[src/rtl/psg_pkg.sv]
// Shared types and constants for the PRD scatter-gather builder.
`timescale 1ns / 1ps

package psg_pkg;

    // Default geometry of the descriptor table.
    localparam int PAGE_BYTES_DEF  = 4096;
    localparam int MAX_ENTRIES_DEF = 1024;

    // Entries one segment may produce at most.
    localparam int MAX_RESULTS = 17;
    localparam int K_W         = $clog2(MAX_RESULTS);

    // Field widths.
    localparam int ADDR_W   = 32;
    localparam int LEN_W    = 16;
    localparam int CUT_W    = 17;
    localparam int COUNT_W  = 13;
    localparam int INDEX_W  = 10;
    localparam int NIDX_W   = 11;
    localparam int LIMIT_W  = 13;
    localparam int STATUS_W = 2;

    // Result status codes.
    localparam logic [STATUS_W-1:0] ST_OK      = 2'd0;
    localparam logic [STATUS_W-1:0] ST_ODD     = 2'd1;
    localparam logic [STATUS_W-1:0] ST_NO_ROOM = 2'd2;

    // Commands from the controller to the datapath.
    typedef struct packed {
        logic load;
        logic step;
    } psg_cmd_t;

    // Status from the datapath to the controller.
    typedef struct packed {
        logic run_needed;
        logic step_final;
        logic out_free;
    } psg_stat_t;

endpackage

[src/rtl/psg_ctrl.sv]
// Controller state machine that sequences request intake and entry generation.
`timescale 1ns / 1ps

module psg_ctrl
(
    input  logic                clk,
    input  logic                rst_n,
    input  logic                in_valid,
    output logic                in_ready,
    input  psg_pkg::psg_stat_t  stat,
    output psg_pkg::psg_cmd_t   cmd
);

    localparam logic ST_IDLE = 1'b0;
    localparam logic ST_RUN  = 1'b1;

    logic state_reg;
    logic state_next;

    // Requests are taken only while no segment is being cut.
    assign in_ready = (state_reg == ST_IDLE);

    // Command decode and next state.
    always_comb
    begin
        cmd.load   = 1'b0;
        cmd.step   = 1'b0;
        state_next = state_reg;
        case (state_reg)
            ST_IDLE:
            begin
                cmd.load = in_valid;
                if (in_valid && stat.run_needed)
                begin
                    state_next = ST_RUN;
                end
            end
            ST_RUN:
            begin
                cmd.step = stat.out_free;
                if (stat.out_free && stat.step_final)
                begin
                    state_next = ST_IDLE;
                end
            end
            default:
            begin
                state_next = ST_IDLE;
            end
        endcase
    end

    // State register.
    always_ff @(posedge clk or negedge rst_n)
    begin
        if (!rst_n)
        begin
            state_reg <= ST_IDLE;
        end
        else
        begin
            state_reg <= state_next;
        end
    end

endmodule

[src/rtl/psg_datapath.sv]
// Datapath: request state, segment cutter and the registered output stage.
`timescale 1ns / 1ps

module psg_datapath
#(
    parameter int PAGE_BYTES  = psg_pkg::PAGE_BYTES_DEF,
    parameter int MAX_ENTRIES = psg_pkg::MAX_ENTRIES_DEF
)
(
    input  logic                            clk,
    input  logic                            rst_n,
    input  psg_pkg::psg_cmd_t               cmd,
    output psg_pkg::psg_stat_t              stat,
    input  logic                            new_request,
    input  logic [psg_pkg::ADDR_W-1:0]      total_bytes,
    input  logic [psg_pkg::ADDR_W-1:0]      seg_addr,
    input  logic [psg_pkg::LEN_W-1:0]       seg_len,
    input  logic                            last_segment,
    input  logic                            out_ready,
    output logic                            out_valid,
    output logic [psg_pkg::ADDR_W-1:0]      entry_base,
    output logic [psg_pkg::COUNT_W-1:0]     entry_count,
    output logic [psg_pkg::INDEX_W-1:0]     entry_index,
    output logic                            end_of_table,
    output logic [psg_pkg::STATUS_W-1:0]    status,
    output logic                            last
);

    localparam int PAGE_W = $clog2(PAGE_BYTES);

    // Request state.
    logic [psg_pkg::ADDR_W-1:0]   bytes_rem_reg;
    logic [psg_pkg::NIDX_W-1:0]   next_idx_reg;
    logic                         active_reg;

    // Segment being cut.
    logic [psg_pkg::ADDR_W-1:0]   addr_reg;
    logic [psg_pkg::LEN_W-1:0]    seg_left_reg;
    logic                         last_seg_reg;
    logic [psg_pkg::K_W-1:0]      k_reg;

    // Output stage.
    logic                         out_valid_reg;
    logic [psg_pkg::ADDR_W-1:0]   base_reg;
    logic [psg_pkg::COUNT_W-1:0]  count_reg;
    logic [psg_pkg::INDEX_W-1:0]  index_reg;
    logic                         eot_reg;
    logic [psg_pkg::STATUS_W-1:0] status_reg;
    logic                         last_reg;

    // Intake decode.
    logic                         active_after;

    // Cutter signals.
    logic [psg_pkg::CUT_W-1:0]    n_clamp;
    logic [psg_pkg::CUT_W-1:0]    to_bound;
    logic [psg_pkg::CUT_W-1:0]    n_cut;
    logic                         odd_addr;
    logic                         table_full;
    logic                         cut_err;
    logic [psg_pkg::ADDR_W-1:0]   bytes_new;
    logic [psg_pkg::LEN_W-1:0]    seg_new;
    logic                         bytes_done;
    logic                         cut_final;

    // A loaded segment needs cutting when the request is open and it holds bytes.
    assign active_after    = new_request ? (total_bytes != '0) : active_reg;
    assign stat.run_needed = active_after && (seg_len != '0);
    assign stat.out_free   = !out_valid_reg || out_ready;

    // Clamp to the remaining total, then stop at the next page boundary.
    always_comb
    begin
        if ({16'd0, seg_left_reg} < bytes_rem_reg)
        begin
            n_clamp = {1'b0, seg_left_reg};
        end
        else
        begin
            n_clamp = {1'b0, bytes_rem_reg[psg_pkg::LEN_W-1:0]};
        end
        to_bound = psg_pkg::CUT_W'(PAGE_BYTES)
                 - psg_pkg::CUT_W'(addr_reg[PAGE_W-1:0]);
        n_cut    = (n_clamp > to_bound) ? to_bound : n_clamp;
    end

    // Error checks and what this entry leaves behind.
    assign odd_addr   = addr_reg[0];
    assign table_full = {2'd0, next_idx_reg} >= psg_pkg::LIMIT_W'(MAX_ENTRIES);
    assign cut_err    = odd_addr || table_full;
    assign bytes_new  = bytes_rem_reg - psg_pkg::ADDR_W'(n_cut);
    assign seg_new    = seg_left_reg - n_cut[psg_pkg::LEN_W-1:0];
    assign bytes_done = (bytes_new == '0);
    assign cut_final  = cut_err || bytes_done || (seg_new == '0)
                     || (k_reg == psg_pkg::K_W'(psg_pkg::MAX_RESULTS - 1));
    assign stat.step_final = cut_final;

    // Request and segment state.
    always_ff @(posedge clk or negedge rst_n)
    begin
        if (!rst_n)
        begin
            bytes_rem_reg <= '0;
            next_idx_reg  <= '0;
            active_reg    <= 1'b0;
            k_reg         <= '0;
        end
        else if (cmd.load)
        begin
            if (new_request)
            begin
                bytes_rem_reg <= total_bytes;
                next_idx_reg  <= '0;
            end
            // An empty closing segment shuts the request without a result.
            active_reg <= active_after && !((seg_len == '0) && last_segment);
            k_reg      <= '0;
        end
        else if (cmd.step)
        begin
            if (cut_err)
            begin
                active_reg <= 1'b0;
            end
            else
            begin
                bytes_rem_reg <= bytes_new;
                next_idx_reg  <= next_idx_reg + 1'b1;
                k_reg         <= k_reg + 1'b1;
                if (bytes_done || (cut_final && last_seg_reg))
                begin
                    active_reg <= 1'b0;
                end
            end
        end
    end

    // Segment payload.
    always_ff @(posedge clk)
    begin
        if (cmd.load)
        begin
            addr_reg     <= seg_addr;
            seg_left_reg <= seg_len;
            last_seg_reg <= last_segment;
        end
        else if (cmd.step)
        begin
            addr_reg     <= addr_reg + psg_pkg::ADDR_W'(n_cut);
            seg_left_reg <= seg_new;
        end
    end

    // Output valid flag.
    always_ff @(posedge clk or negedge rst_n)
    begin
        if (!rst_n)
        begin
            out_valid_reg <= 1'b0;
        end
        else if (cmd.step)
        begin
            out_valid_reg <= 1'b1;
        end
        else if (out_ready)
        begin
            out_valid_reg <= 1'b0;
        end
    end

    // Output payload.
    always_ff @(posedge clk)
    begin
        if (cmd.step)
        begin
            base_reg <= addr_reg;
            last_reg <= cut_final;
            if (cut_err)
            begin
                count_reg  <= '0;
                index_reg  <= '0;
                eot_reg    <= 1'b0;
                status_reg <= odd_addr ? psg_pkg::ST_ODD : psg_pkg::ST_NO_ROOM;
            end
            else
            begin
                count_reg  <= n_cut[psg_pkg::COUNT_W-1:0];
                index_reg  <= next_idx_reg[psg_pkg::INDEX_W-1:0];
                eot_reg    <= bytes_done || (cut_final && last_seg_reg);
                status_reg <= psg_pkg::ST_OK;
            end
        end
    end

    assign out_valid    = out_valid_reg;
    assign entry_base   = base_reg;
    assign entry_count  = count_reg;
    assign entry_index  = index_reg;
    assign end_of_table = eot_reg;
    assign status       = status_reg;
    assign last         = last_reg;

    // An error result carries no count, never ends the table and is the last of its segment.
    a_err_fields: assert property (@(posedge clk) disable iff (!rst_n)
        (out_valid_reg && (status_reg != psg_pkg::ST_OK))
            |-> ((count_reg == '0) && !eot_reg && last_reg))
        else $error("error result with count or end-of-table set");

    // The entry that ends the table is always the last of its segment.
    a_eot_last: assert property (@(posedge clk) disable iff (!rst_n)
        (out_valid_reg && eot_reg) |-> last_reg)
        else $error("end-of-table on a non-final entry");

    // An error closes the request.
    a_err_close: assert property (@(posedge clk) disable iff (!rst_n)
        (cmd.step && cut_err) |=> !active_reg)
        else $error("request still open after an error");

    // Cutting only runs on an open request with bytes in hand.
    a_step_active: assert property (@(posedge clk) disable iff (!rst_n)
        cmd.step |-> (active_reg && (bytes_rem_reg != '0) && (seg_left_reg != '0)))
        else $error("entry cut with no open request");

endmodule

[src/rtl/prd_scatter_gather_builder.sv]
// Top level of the PRD scatter-gather builder: controller plus datapath.
//
//  Channel   Dir   Handshake                  Payload
//  s_axis    in    s_axis_tvalid/tready       tdata: total_bytes, seg_addr, seg_len;
//                                             tuser: new_request; tlast: last_segment
//  m_axis    out   m_axis_tvalid/tready       tdata: entry_base, entry_count,
//                                             entry_index, end_of_table;
//                                             tuser: status; tlast: last
//
// A request is accepted, then the cutter issues one descriptor entry per cycle while
// m_axis is not stalled (at most 17 entries per segment).
// Entries come from the single entry-cutting step in the datapath.
// rst_n clears the request state and the output valid flag asynchronously.
// A stalled m_axis holds the cutter; one finished entry waits in the output
// register while the next request can already be accepted.
`timescale 1ns / 1ps

module prd_scatter_gather_builder
#(
    parameter int PAGE_BYTES  = psg_pkg::PAGE_BYTES_DEF,
    parameter int MAX_ENTRIES = psg_pkg::MAX_ENTRIES_DEF
)
(
    input  logic        clk,
    input  logic        rst_n,
    input  logic        s_axis_tvalid,
    output logic        s_axis_tready,
    input  logic [79:0] s_axis_tdata,   // total_bytes[31:0], seg_addr[63:32], seg_len[79:64]
    input  logic        s_axis_tuser,   // new_request
    input  logic        s_axis_tlast,   // last_segment
    output logic        m_axis_tvalid,
    input  logic        m_axis_tready,
    output logic [55:0] m_axis_tdata,   // entry_base[31:0], entry_count[44:32],
                                        // entry_index[54:45], end_of_table[55]
    output logic [1:0]  m_axis_tuser,   // status
    output logic        m_axis_tlast    // last
);

    psg_pkg::psg_cmd_t  cmd;
    psg_pkg::psg_stat_t stat;

    logic [psg_pkg::ADDR_W-1:0]   entry_base;
    logic [psg_pkg::COUNT_W-1:0]  entry_count;
    logic [psg_pkg::INDEX_W-1:0]  entry_index;
    logic                         end_of_table;

    // Sequencer.
    psg_ctrl u_ctrl
    (
        .clk      (clk),
        .rst_n    (rst_n),
        .in_valid (s_axis_tvalid),
        .in_ready (s_axis_tready),
        .stat     (stat),
        .cmd      (cmd)
    );

    // Request state, cutter and output register.
    psg_datapath
    #(
        .PAGE_BYTES  (PAGE_BYTES),
        .MAX_ENTRIES (MAX_ENTRIES)
    )
    u_datapath
    (
        .clk          (clk),
        .rst_n        (rst_n),
        .cmd          (cmd),
        .stat         (stat),
        .new_request  (s_axis_tuser),
        .total_bytes  (s_axis_tdata[31:0]),
        .seg_addr     (s_axis_tdata[63:32]),
        .seg_len      (s_axis_tdata[79:64]),
        .last_segment (s_axis_tlast),
        .out_ready    (m_axis_tready),
        .out_valid    (m_axis_tvalid),
        .entry_base   (entry_base),
        .entry_count  (entry_count),
        .entry_index  (entry_index),
        .end_of_table (end_of_table),
        .status       (m_axis_tuser),
        .last         (m_axis_tlast)
    );

    // Pack the result fields, lowest field first.
    assign m_axis_tdata = {end_of_table, entry_index, entry_count, entry_base};

endmodule
[config.mk]
export PLATFORM = sky130hd
export DESIGN_NAME = prd_scatter_gather_builder
export DESIGN_NICKNAME = d
export VERILOG_FILES = /design/src/rtl/psg_pkg.sv /design/src/rtl/psg_ctrl.sv /design/src/rtl/psg_datapath.sv /design/src/rtl/prd_scatter_gather_builder.sv
export SDC_FILE = /design/constraint.sdc
export NUM_CORES = 1
export LEC_CHECK = 0
export BUFFER_PORTS_ARGS = -buffer_cell sky130_fd_sc_hd__buf_2
export CORE_ASPECT_RATIO = 1.2
export CORE_MARGIN = 8
export CORE_UTILIZATION = 45
export CTS_CLUSTER_SIZE = 8
export DETAILED_ROUTE_END_ITERATION = 7
export SKIP_LAST_GASP = 1
export SLEW_MARGIN = 0
export SYNTH_ARGS = -nofsm -noshare
export SYNTH_HDL_FRONTEND = slang
export SYNTH_SLANG_ARGS = --single-unit
[constraint.sdc]
create_clock -name clk -period 21.6 [get_ports clk]
set_input_delay 1.08 -clock clk [delete_from_list [all_inputs] [get_ports clk]]
set_output_delay 1.08 -clock clk [all_outputs]
set_load 0.03 [all_outputs]
# Word level (Yosys, flattened, before mapping)
# Index checks and enable logic that the tools add are counted.
# totals
ff_bits	159
latch_bits	0
mem_bits_rw	0
rom_bits	0
output_inout_bits	61
n_memories	0
# op_classes
addsub	6
mul	0
div	0
order_cmp	3
n_eq_ne	3
n_shift	0
n_mux	30
bitwise	1
reduce_logical	25
# op_table
cell	n
$mux 32	6
$mux 16	3
$mux 11	4
$add 32x17->32	1
$logic_not 16->1	2
$logic_not 32->1	1
$lt 16x32->1	1
$reduce_bool 32->1	1
$sub 32x17->32	1
$gt 16x17->1	1
$mux 17	1
$reduce_bool 16->1	1
$sub 16x16->16	1
$mux 5	3
$sub 13x12->14 const A	1
$add 11x1->11 const B	1
$ge 11x11->1 const B	1
$mux 1	11
$logic_and 1x1->1	6
$logic_or 1x1->1	6
$add 5x1->5 const B	1
$eq 5x5->1 const B	1
$ne 2x2->1 const B	2
$reduce_and 2->1	2
other kinds (7)	9

# Logic depth before layout (Yosys ltp)
# Gate-level depths: netlist of run 1.
# depth
depth_word	15
depth_mapped	34

# Hierarchy
# A second synthesis of run 1 with hierarchy kept.
# unflattened
hier_cells	1124
area_unflattened_um2	10747.8
# modules_own_cells
module	instances	cells_each	area_each_um2	seq_area_each_um2
psg_datapath	1	1117	10684.0	4494.3
psg_ctrl	1	6	56.3	25.0
prd_scatter_gather_builder	1	1	7.5	0.0

# Worst setup path before layout of run 1
# Ideal clock, no wire load.
# synth_path
path_kind	register to register
start	register u_datapath.bytes_rem_reg[26] (netlist name)
end	register u_datapath.eot_reg (netlist: u_datapath.end_of_table) (data pin)
setup_time_ns	0.146
arrival_time_ns	6.991
t_required_ns	21.454
path_slack_ns	14.463
path_stages_with_launch	33
period_less_slack_ns	7.137
path_cell_list	dfrtp_1 or4_1 buf_2 or4_4 nor3_4 inv_2 nor3_2 a22oi_2 buf_6 mux2i_1 inv_1 ha_1 a21o_1 a21o_1 a21oi_1 o21ai_0 a211oi_1 a21o_1 o211ai_2 buf_2 o21ai_0 ha_1 inv_1 fa_1 a21oi_1 o22ai_1 o21a_1 a21boi_0 o211ai_1 a21o_1 a2111o_1 or4_1 a21oi_1
# synth_between
elab_chain_cells	11
elab_cells_between_ends	13
cone_classes	add/sub (2); order compare (2); mux (2); reduce/logical (7)
# synth_rtl
element	line_no	text
start: declaration	psg_datapath.sv:32	logic [psg_pkg::ADDR_W-1:0] bytes_rem_reg;
start signal: assignment	psg_datapath.sv:112	bytes_rem_reg <= total_bytes;
start signal: assignment	psg_datapath.sv:127	bytes_rem_reg <= bytes_new;
$lt 16x32->1 (*)	psg_datapath.sv:74	if ({16'd0, seg_left_reg} < bytes_rem_reg)
$mux 16 (*)	psg_datapath.sv:74	
$gt 16x17->1	psg_datapath.sv:84	n_cut = (n_clamp > to_bound) ? to_bound : n_clamp;
$mux 17 (*)	psg_datapath.sv:84	
via u_datapath.n_cut, one bit	psg_datapath.sv:57	logic [psg_pkg::CUT_W-1:0] n_cut;
$sub 32x17->32	psg_datapath.sv:91	assign bytes_new = bytes_rem_reg - psg_pkg::ADDR_W'(n_cut);
$logic_not 32->1	psg_datapath.sv:93	assign bytes_done = (bytes_new == '0);
$logic_or 1x1->1 (2 in a row)	psg_datapath.sv:94	assign cut_final = cut_err || bytes_done || (seg_new == '0)
$logic_or 1x1->1	psg_datapath.sv:95	|| (k_reg == psg_pkg::K_W'(psg_pkg::MAX_RESULTS - 1));
$logic_and 1x1->1	psg_datapath.sv:189	eot_reg <= bytes_done || (cut_final && last_seg_reg);
$logic_or 1x1->1 (*)	psg_datapath.sv:189	
end signal: assignment	psg_datapath.sv:189	
end: declaration	psg_datapath.sv:47	logic eot_reg;
# The timed path passes the listed nets; every way through them passes the cells marked *.
# A chain may end at the register's enable or synchronous reset.

# Worst setup path after layout of run 1
# layout_path
start	register u_datapath.bytes_rem_reg[9] (netlist name)
end	register u_ctrl.state_reg
# layout_between
elab_chain_cells	12
elab_cells_between_ends	14
cone_classes	add/sub (2); order compare (2); mux (4); reduce/logical (6)
# layout_rtl
element	line_no	text
$lt 16x32->1	psg_datapath.sv:74	
$mux 16 (*)	psg_datapath.sv:74	
$gt 16x17->1	psg_datapath.sv:84	
$mux 17 (*)	psg_datapath.sv:84	
via u_datapath.n_cut, one bit	psg_datapath.sv:57	
$sub 32x17->32	psg_datapath.sv:91	
$logic_not 32->1	psg_datapath.sv:93	
$logic_or 1x1->1	psg_datapath.sv:94	
$logic_or 1x1->1 (*)	psg_datapath.sv:94	
$logic_or 1x1->1 (*)	psg_datapath.sv:95	
$logic_and 1x1->1 (*)	psg_ctrl.sv:41	if (stat.out_free && stat.step_final)
$mux 1 (*)	psg_ctrl.sv:41	
$pmux 1 s2 (*)	psg_ctrl.sv:29	case (state_reg)
via u_ctrl.state_next	psg_ctrl.sv:18	logic state_next;
end signal: assignment	psg_ctrl.sv:62	state_reg <= state_next;
end: declaration	psg_ctrl.sv:17	logic state_reg;
# Marks and branches as above.

==> impl_metrics.ini, run 1 <==
[logic_synthesis]
yosys.cell_types.count = 80
syn_avg_cell_area_um2 = 9.56
synth_compound_area_frac = 0.181
synth_xor_area_frac = 0.0527
ys_seq_area_frac = 0.418
synthFlopType = edfxtp_1
async_flop_share = 0.321
synth_top_family_by_area = compound AO/OA/AOI/OAI gates
synth_simple_gate_area_frac = 0.181
netlist_area_um2 = 10800
synthMuxAreaShare = 0.0308
synth_warnings = 0
syn_inst = 1131
synth_fa_ha_area_frac = 0.0970
synth_edf_count = 108
synth.ff_latch_count = 159

[layout]
syn_to_final_growth_pct = 15.5
final_nets = 1442
antenna_cells = 0
most-common-layout-cells = buf_2 (146), nand2_1 (121), edfxtp_1 (108)
drive_gt1_frac = 0.172
nFillCells = 2259
fin_cells = 1607
layout_commonest_cell = buf_2

[drt]
wl_um = 31700
antenna_left = 0
firstDrtPassIters = 5
post-route-drc-count = 0
vias_per_cell = 5.72
wl_per_cell_um = 19.8
vias = 9187
initialDrtViolationCount = 471

[cts]
postCtsSetupRepairBufs = 0
holdBufCountCts = 0
cts_tree = yes
cts_buffers = 17
ctsResizeCount = 0
clockBufferDepth = 2
root_buffer = clkbuf_16
clk_pin_slew_ns = 0.07
insertion_delay_ns = 0.44
cts_htree_levels = 4
clock-sinks = 159

[place]
port_buffers = 146
placedCellCount = 1575
dp_hpwl_um = 24300
gp_congestion = 0.946

[sta]
fin_crit_sh = 0.406
setup_viol = 0
tightest_slew_ns = 1.18
fmax_mhz = 114
fin_tns_setup_ns = 0
timing.slew.headroom = 0.209
rsz0062_at_grt = no
finalCriticalPeriod_ns = 8.77
slew_violations = 0
worst_clock_skew_ns = 0.0126
hold_viol = 0

[outcome]
outcome = finished clean

[global_route]
gr-total-overflow = 0
grt_pass1_vias = 9345
grt_max_degree = 81
antenna_found_initial = 0
grt_usage = 0.222
grt_pass1_wl_um = 49800

[critical_path]
worstSetupPathType = reg2reg
cpPeakStageDelay_ns = 0.90
slowest_stage = a22oi_2
critical_path_required_ns = 21.90
end_kind = register
cp-start-kind = register
path_max_fanout = 15
arrival_ns = 9.08

[die]
initial_core_util = 0.455
core_um2 = 23700
die-area_um2 = 29300
num_rows = 62
die_height_um = 186
ios = 147
die_w_um = 157

[worst_hold_path]
hold_class = reg2reg

[job]
max-cap-violations = 0
==> cells in the mapped netlist, types with 12 or more instances <==
library cell    n  share of area
xor2_1         27          0.022
o21ai_0        76          0.035
ha_1           79          0.091
a21oi_1        58          0.027
or3_1          14         0.0081
mux2_2         12          0.013
o21a_1         16          0.011
nor2_1         89          0.031
edfxtp_1      108           0.30
and3_1         12         0.0069
dfrtp_1        51           0.12
clkbuf_1       28         0.0097
a21o_1         21          0.015
nor3_1         30          0.014
nand2_1       122          0.042
and2_1         17         0.0098
nand3_1        19         0.0088
mux2i_1        16          0.015
inv_1          67          0.023
xnor2_1        38          0.031
a22oi_1        13         0.0090
nor4_1         21          0.012
nand4_1        19          0.011
==> kinds of logic (layout without fill, tap and decap cells) <==
kind of cell,after synthesis,in the layout
AOI/OAI and AO/OA,291,291
xor gates and xnor gates,65,65
adders and majority gates,82,82
buffers and inverters,107,257
DFF,159,159
muxes,30,30
other,2,8
and+or+nand+nor,395,395
==> layout make-up <==
class | instances | area [um2] | area share
clock buffers | 23 | 500 | 0.0401
clock inverters | 9 | 95.1 | 0.00762
repair buffers | 156 | 806 | 0.0646
flip-flops and latches | 159 | 4520 | 0.362
multi-input cells | 871 | 5900 | 0.473
well taps | 320 | 400 | 0.0321
inverters | 69 | 259 | 0.0208
==> path summary, 6_finish.rpt <==
kind,startpoint,end,slack [ns],cells past startpoint
max in group asynchronous,rst_n,u_datapath.bytes_rem_reg[7],20.36,2
setup reg to reg,u_datapath.bytes_rem_reg[9],u_ctrl.state_reg,12.83,30
min in group asynchronous,rst_n,u_datapath.bytes_rem_reg[17],0.75,2
hold reg to reg,u_datapath.addr_reg[13],u_datapath.entry_base[13],0.47,0
hold / removal,u_datapath.addr_reg[13],u_datapath.entry_base[13],0.47,0
setup / recovery,u_datapath.bytes_rem_reg[9],u_ctrl.state_reg,12.83,30
==> critical path: cells and delay by family, from the launching register on <==
family                     cells  cell delay (ns)
and+or+nand+nor                4             1.08
adders and majority gates      4             1.31
AOI/OAI and AO/OA             18             5.17
DFF                            1             0.41
buffers and inverters          2             0.11
xor gates and xnor gates       1             0.10
muxes                          1             0.44
==> routing by layer <==
layer,routed length [um],vias to the layer above,track usage,part of all wire
met4,1130,0,0.106,0.036
li1,-,4479,-,-
met5,0,-,0,0
met2,16100,245,0.396,0.51
met1,13000,4414,0.257,0.41
met3,1540,49,0.0334,0.049
==> through the flow <==
step / worst slack [ns] / hold slack [ns] / util / cell area [um2]
after detailed placement: 12.91 / 0.458 / 0.501 / 11900
final: 12.83 / 0.468 / 0.526 / 12500
after global placement: 12.95 / 0.445 / 0.501 / 11900
after CTS: 12.89 / 0.469 / 0.526 / 12500
after floorplan: 14.46 / 0.433 / - / 10800
after global routing: 12.26 / 0.483 / 0.526 / 12500
Power of run 1 is not shown: default switching activity piles up to over one toggle a cycle in this logic, so the estimate is an artifact.
==> inputs of run 2 (changes only) <==
--- a/config.mk
+++ b/config.mk
@@ -11,6 +11,7 @@
 export CORE_UTILIZATION = 45
 export CTS_CLUSTER_SIZE = 8
 export DETAILED_ROUTE_END_ITERATION = 7
+export PLACE_DENSITY = 0.67
 export SKIP_LAST_GASP = 1
 export SLEW_MARGIN = 0
 export SYNTH_ARGS = -nofsm -noshare
==> constraint.sdc (replaced) <==
create_clock -name clk -period 7.1 [get_ports clk]
set_input_delay 0.355 -clock clk [delete_from_list [all_inputs] [get_ports clk]]
set_output_delay 0.355 -clock clk [all_outputs]
set_load 0.03 [all_outputs]
==> run 2 against run 1 <==
Effect of this change:
- maximum frequency rose by 25%
- highest routed layer unchanged
- utilization rose by 7.8 points
- critical path depth fell by 2
- sequential share of layout area fell by 4.7 points
==> impl_metrics.ini, run 2 (synthesis gave the netlist of run 1 again) <==
[cts]
holdBufCountCts = 0
cts_buffers = 17
root_buffer = clkbuf_16
clockBufferDepth = 2
insertion_delay_ns = 0.44
cts_htree_levels = 4
cts_tree = yes
clock-sinks = 159
clk_pin_slew_ns = 0.07

[die]
initial_core_util = 0.455
die_height_um = 186
ios = 147
core_um2 = 23700
die_w_um = 157
num_rows = 62
die-area_um2 = 29300

[global_route]
grt_usage = 0.231
gr-total-overflow = 0
grt_pass1_wl_um = 52200
grt_pass1_vias = 10000
antenna_found_initial = 0
grt_max_degree = 80

[sta]
fin_crit_sh = 0.990
tightest_slew_ns = 1.07
slew_violations = 0
rsz0062_at_grt = yes
fmax_mhz = 142
setup_slack_ns = 0.0691
finalCriticalPeriod_ns = 7.03
holdWs_ns = 0.0254
timing.slew.headroom = 0.278
hold_viol = 0
worst_clock_skew_ns = 0.0142
setup_viol = 0

[drt]
wl_per_cell_um = 19.5
firstDrtPassIters = 5
wl_um = 34500
vias = 10000
initialDrtViolationCount = 504
vias_per_cell = 5.66
post-route-drc-count = 0
antenna_left = 0

[worst_hold_path]
hold_class = in2async

[layout]
antenna_cells = 0
layout_commonest_cell = buf_4
most-common-layout-cells = buf_4 (165), buf_2 (146), nand2_1 (120)
nFillCells = 2092
syn_to_final_growth_pct = 32.7
final_util = 0.604
drive_gt1_frac = 0.321
fin_cells = 1770
final_nets = 1605

[place]
dp_hpwl_um = 25600
pre_cts_slack_ns = -0.343
gp_congestion = 0.967
placedCellCount = 1723
port_buffers = 146

[critical_path]
worstSetupPathType = reg2reg
path_max_fanout = 8
crit_buf_inv = 5
cpPeakStageDelay_ns = 0.55
cp-start-kind = register
critical_path_required_ns = 7.39
arrival_ns = 7.32
slowest_stage = or4_4
crit_family = simple AND/OR/NAND/NOR gates
end_kind = register

[outcome]
outcome = finished clean

[job]
max-cap-violations = 0
## run 2: cell types whose count changed in the layout (fill, tap and decap cells not counted), sizes merged
| cell | delta |
|---|---|
| bufinv | -1 |
| clkinv | -1 |
| inv | +2 |
| buf | +163 |
## run 2: worst reg2reg max path: cells and delay by family, from the launching register on
| kind | cells | cell delay (ns) |
|---|---|---|
| multiplexers | 2 | 0.44 |
| XOR/XNOR | 1 | 0.20 |
| AND/OR/NAND/NOR | 7 | 2.36 |
| flip-flops | 1 | 0.38 |
| AO/OA/AOI/OAI | 11 | 2.30 |
| adder cells (fa/ha/maj) | 2 | 0.55 |
| buffers and inverters | 5 | 0.66 |
## run 2: layout make-up
cell class                      instances  area [um2]  area share
Inverter                               69         259      0.0181
Clock inverter                          9        66.3     0.00462
Multi-Input combinational cell        871        6520       0.455
Tap cell                              320         400      0.0279
Clock buffer                           23         514      0.0359
Sequential cell                       159        4520       0.315
Timing Repair Buffer                  319        2060       0.144
## run 2: routing by layer
metal	vias up	wire length, um	GRT usage
li1	4799	-	-
met1	4849	13700	0.260
met2	310	17700	0.418
met3	62	1850	0.0358
met4	0	1260	0.111
met5	-	0	0
## run 2: path summary, 6_finish.rpt
kind	startpoint	cells after the start	endpoint	slack (ns)
setup / recovery	u_datapath.bytes_rem_reg[25]	28	u_datapath.end_of_table	0.07
max in group asynchronous	rst_n	2	u_datapath.next_idx_reg[5]	6.56
hold / removal	rst_n	2	u_datapath.bytes_rem_reg[15]	0.03
setup reg to reg	u_datapath.bytes_rem_reg[25]	28	u_datapath.end_of_table	0.07
min in group clk	s_axis_tlast	1	u_datapath.last_seg_reg	0.10
hold reg to reg	u_datapath.addr_reg[15]	0	u_datapath.entry_base[15]	0.46
## run 2: metrics by stage
step,TNS [ns],area (um2)
CTS,0,13700
finish,0,14300
floorplan,0,10800
global placement,-0.537,13000
detailed placement,-1.12,13000
global route,-0.379,14300
## run 2: what timing repair did
item                                    CTS  global route
pin swaps                                 6            50
buffers inserted                          1            14
endpoints found under the setup margin    5            13
gates resized for setup                  18           108
Power of run 2 is left out for the same reason.
==> inputs of run 3 (changes only) <==
--- a/config.mk
+++ b/config.mk
@@ -11,7 +11,6 @@
 export CORE_UTILIZATION = 45
 export CTS_CLUSTER_SIZE = 8
 export DETAILED_ROUTE_END_ITERATION = 7
-export PLACE_DENSITY = 0.67
 export SKIP_LAST_GASP = 1
 export SLEW_MARGIN = 0
 export SYNTH_ARGS = -nofsm -noshare
==> constraint.sdc (replaced) <==
create_clock -name clk -period 8.3 [get_ports clk]
set_input_delay 0.415 -clock clk [delete_from_list [all_inputs] [get_ports clk]]
set_output_delay 0.415 -clock clk [all_outputs]
set_load 0.03 [all_outputs]
==> run 3 against run 2 <==
Effect of this change:
- critical path depth did not move
- critical endpoint is now u_ctrl.state_reg
- sequential cell count did not move
- wire length down 7.6%
- worst hold slack gained 0.061 ns
- die area is the same
- register-to-register slack improved by 0.26 ns
- sequential share of layout area up 4.1 points
- cell count down 8.1%
- highest routed layer unchanged
- first-iteration DRC count rose by 19%
- cell area fell by 12%
- via count shrank 7.6%
==> impl_metrics.ini, run 3 (synthesis gave the netlist of run 1 again) <==
[die]
die-area_um2 = 29300
die_w_um = 157
core_um2 = 23700
num_rows = 62
initial_core_util = 0.455
ios = 147
die_height_um = 186

[cts]
holdBufCountCts = 0
clock-sinks = 159
clk_pin_slew_ns = 0.07
cts_tree = yes
ctsResizeCount = 0
root_buffer = clkbuf_16
insertion_delay_ns = 0.44
clockBufferDepth = 2
cts_htree_levels = 4
cts_buffers = 17

[outcome]
outcome = finished clean

[global_route]
grt.met3_usage = 0.0341
grt_max_degree = 73
grt_util_met1 = 0.259
gr-total-overflow = 0
grtUsageMet2 = 0.398
antenna_found_initial = 0
top_usage_layer = met2
grt_pass1_wl_um = 49900
grt_pass1_vias = 9343
grt_usage = 0.222

[sta]
holdWs_ns = 0.0863
tightest_slew_ns = 1.14
hold_viol = 0
slew_violations = 0
timing.slew.headroom = 0.232
worst_clock_skew_ns = 0.0182
fin_crit_sh = 0.961
fmax_mhz = 125
setup_viol = 0
finalCriticalPeriod_ns = 7.98

[layout]
syn_to_final_growth_pct = 17.2
most-common-layout-cells = buf_2 (146), nand2_1 (121), edfxtp_1 (108)
final_nets = 1461
layout_commonest_cell = buf_2
final_util = 0.534
drive_gt1_frac = 0.185
antenna_cells = 0
fin_cells = 1626

[critical_path]
arrival_ns = 8.28
slowest_stage = or4_1
cpPeakStageDelay_ns = 0.66
crit_path_frequent_cell = buf_4
path_max_fanout = 12
end_kind = register
worstSetupPathType = reg2reg
critical_path_required_ns = 8.61
cp-start-kind = register

[place]
gp_congestion = 0.972
port_buffers = 146
placedCellCount = 1591
dp_hpwl_um = 24600

[drt]
vias_per_cell = 5.69
wl_per_cell_um = 19.6
post-route-drc-count = 0
vias = 9257
wl_um = 31900
antenna_left = 0
initialDrtViolationCount = 602
firstDrtPassIters = 5

[job]
max-cap-violations = 0

[worst_hold_path]
hold_class = in2async
## run 3: cell types whose count changed in the layout (fill, tap and decap cells not counted), moves of 10 or more
cell	before	now
buf_4	165	28
ha_1	63	79
ha_4	12	0
a21oi_1	48	58
## run 3: worst paths after layout
path	from	endpoint	slack, ns	cells past startpoint
max	u_datapath.bytes_rem_reg[20]	u_ctrl.state_reg	0.32	28
min	rst_n	u_datapath.active_reg	0.09	2
max reg2reg	u_datapath.bytes_rem_reg[20]	u_ctrl.state_reg	0.32	28
min reg2reg	u_datapath.addr_reg[13]	u_datapath.entry_base[13]	0.47	0
max in group asynchronous	rst_n	u_datapath.bytes_rem_reg[18]	7.69	2
min in group clk	s_axis_tlast	u_datapath.last_seg_reg	0.16	1
## run 3: through the flow
step | TNS [ns] | instance area [um2] | setup slack, ns
after floorplan | 0 | 10800 | 1.16
after global placement | 0 | 12000 | 0.387
after detailed placement | 0 | 12000 | 0.150
after CTS | 0 | 12600 | 0.147
after global routing | -0.00360 | 12700 | -0.00360
final | 0 | 12700 | 0.325
## run 3: repair_timing
action | in CTS | in global routing
buffers inserted | 0 | 3
endpoints found under the hold margin | 0 | 0
setup endpoints to repair | 0 | 4
## run 3: final cells by class
cell class                 instances  area (um2)
clock buffer                      18         429
clock inverter                    14         205
fill                            2262       11100
inverter                          69         259
multi-input combinational        871        5900
sequential                       159        4520
tap                              320         400
timing repair buffer             175         961
## run 3: metal layers
| layer | vias up | part of all wire |
|---|---|---|
| met5 | - | 0 |
| met4 | 0 | 0.030 |
| met3 | 46 | 0.056 |
| met2 | 287 | 0.50 |
| met1 | 4399 | 0.41 |
| li1 | 4525 | - |
## run 3: critical path: cells and delay by family, from the launching register on
kind / cells / cell delay [ns]
flip-flops: 1 / 0.45
adder cells (fa/ha/maj): 2 / 0.67
AND/OR/NAND/NOR: 6 / 2.06
multiplexers: 3 / 0.93
AO/OA/AOI/OAI: 12 / 2.91
buffers and inverters: 5 / 0.80
Power of run 3 is left out for the same reason.
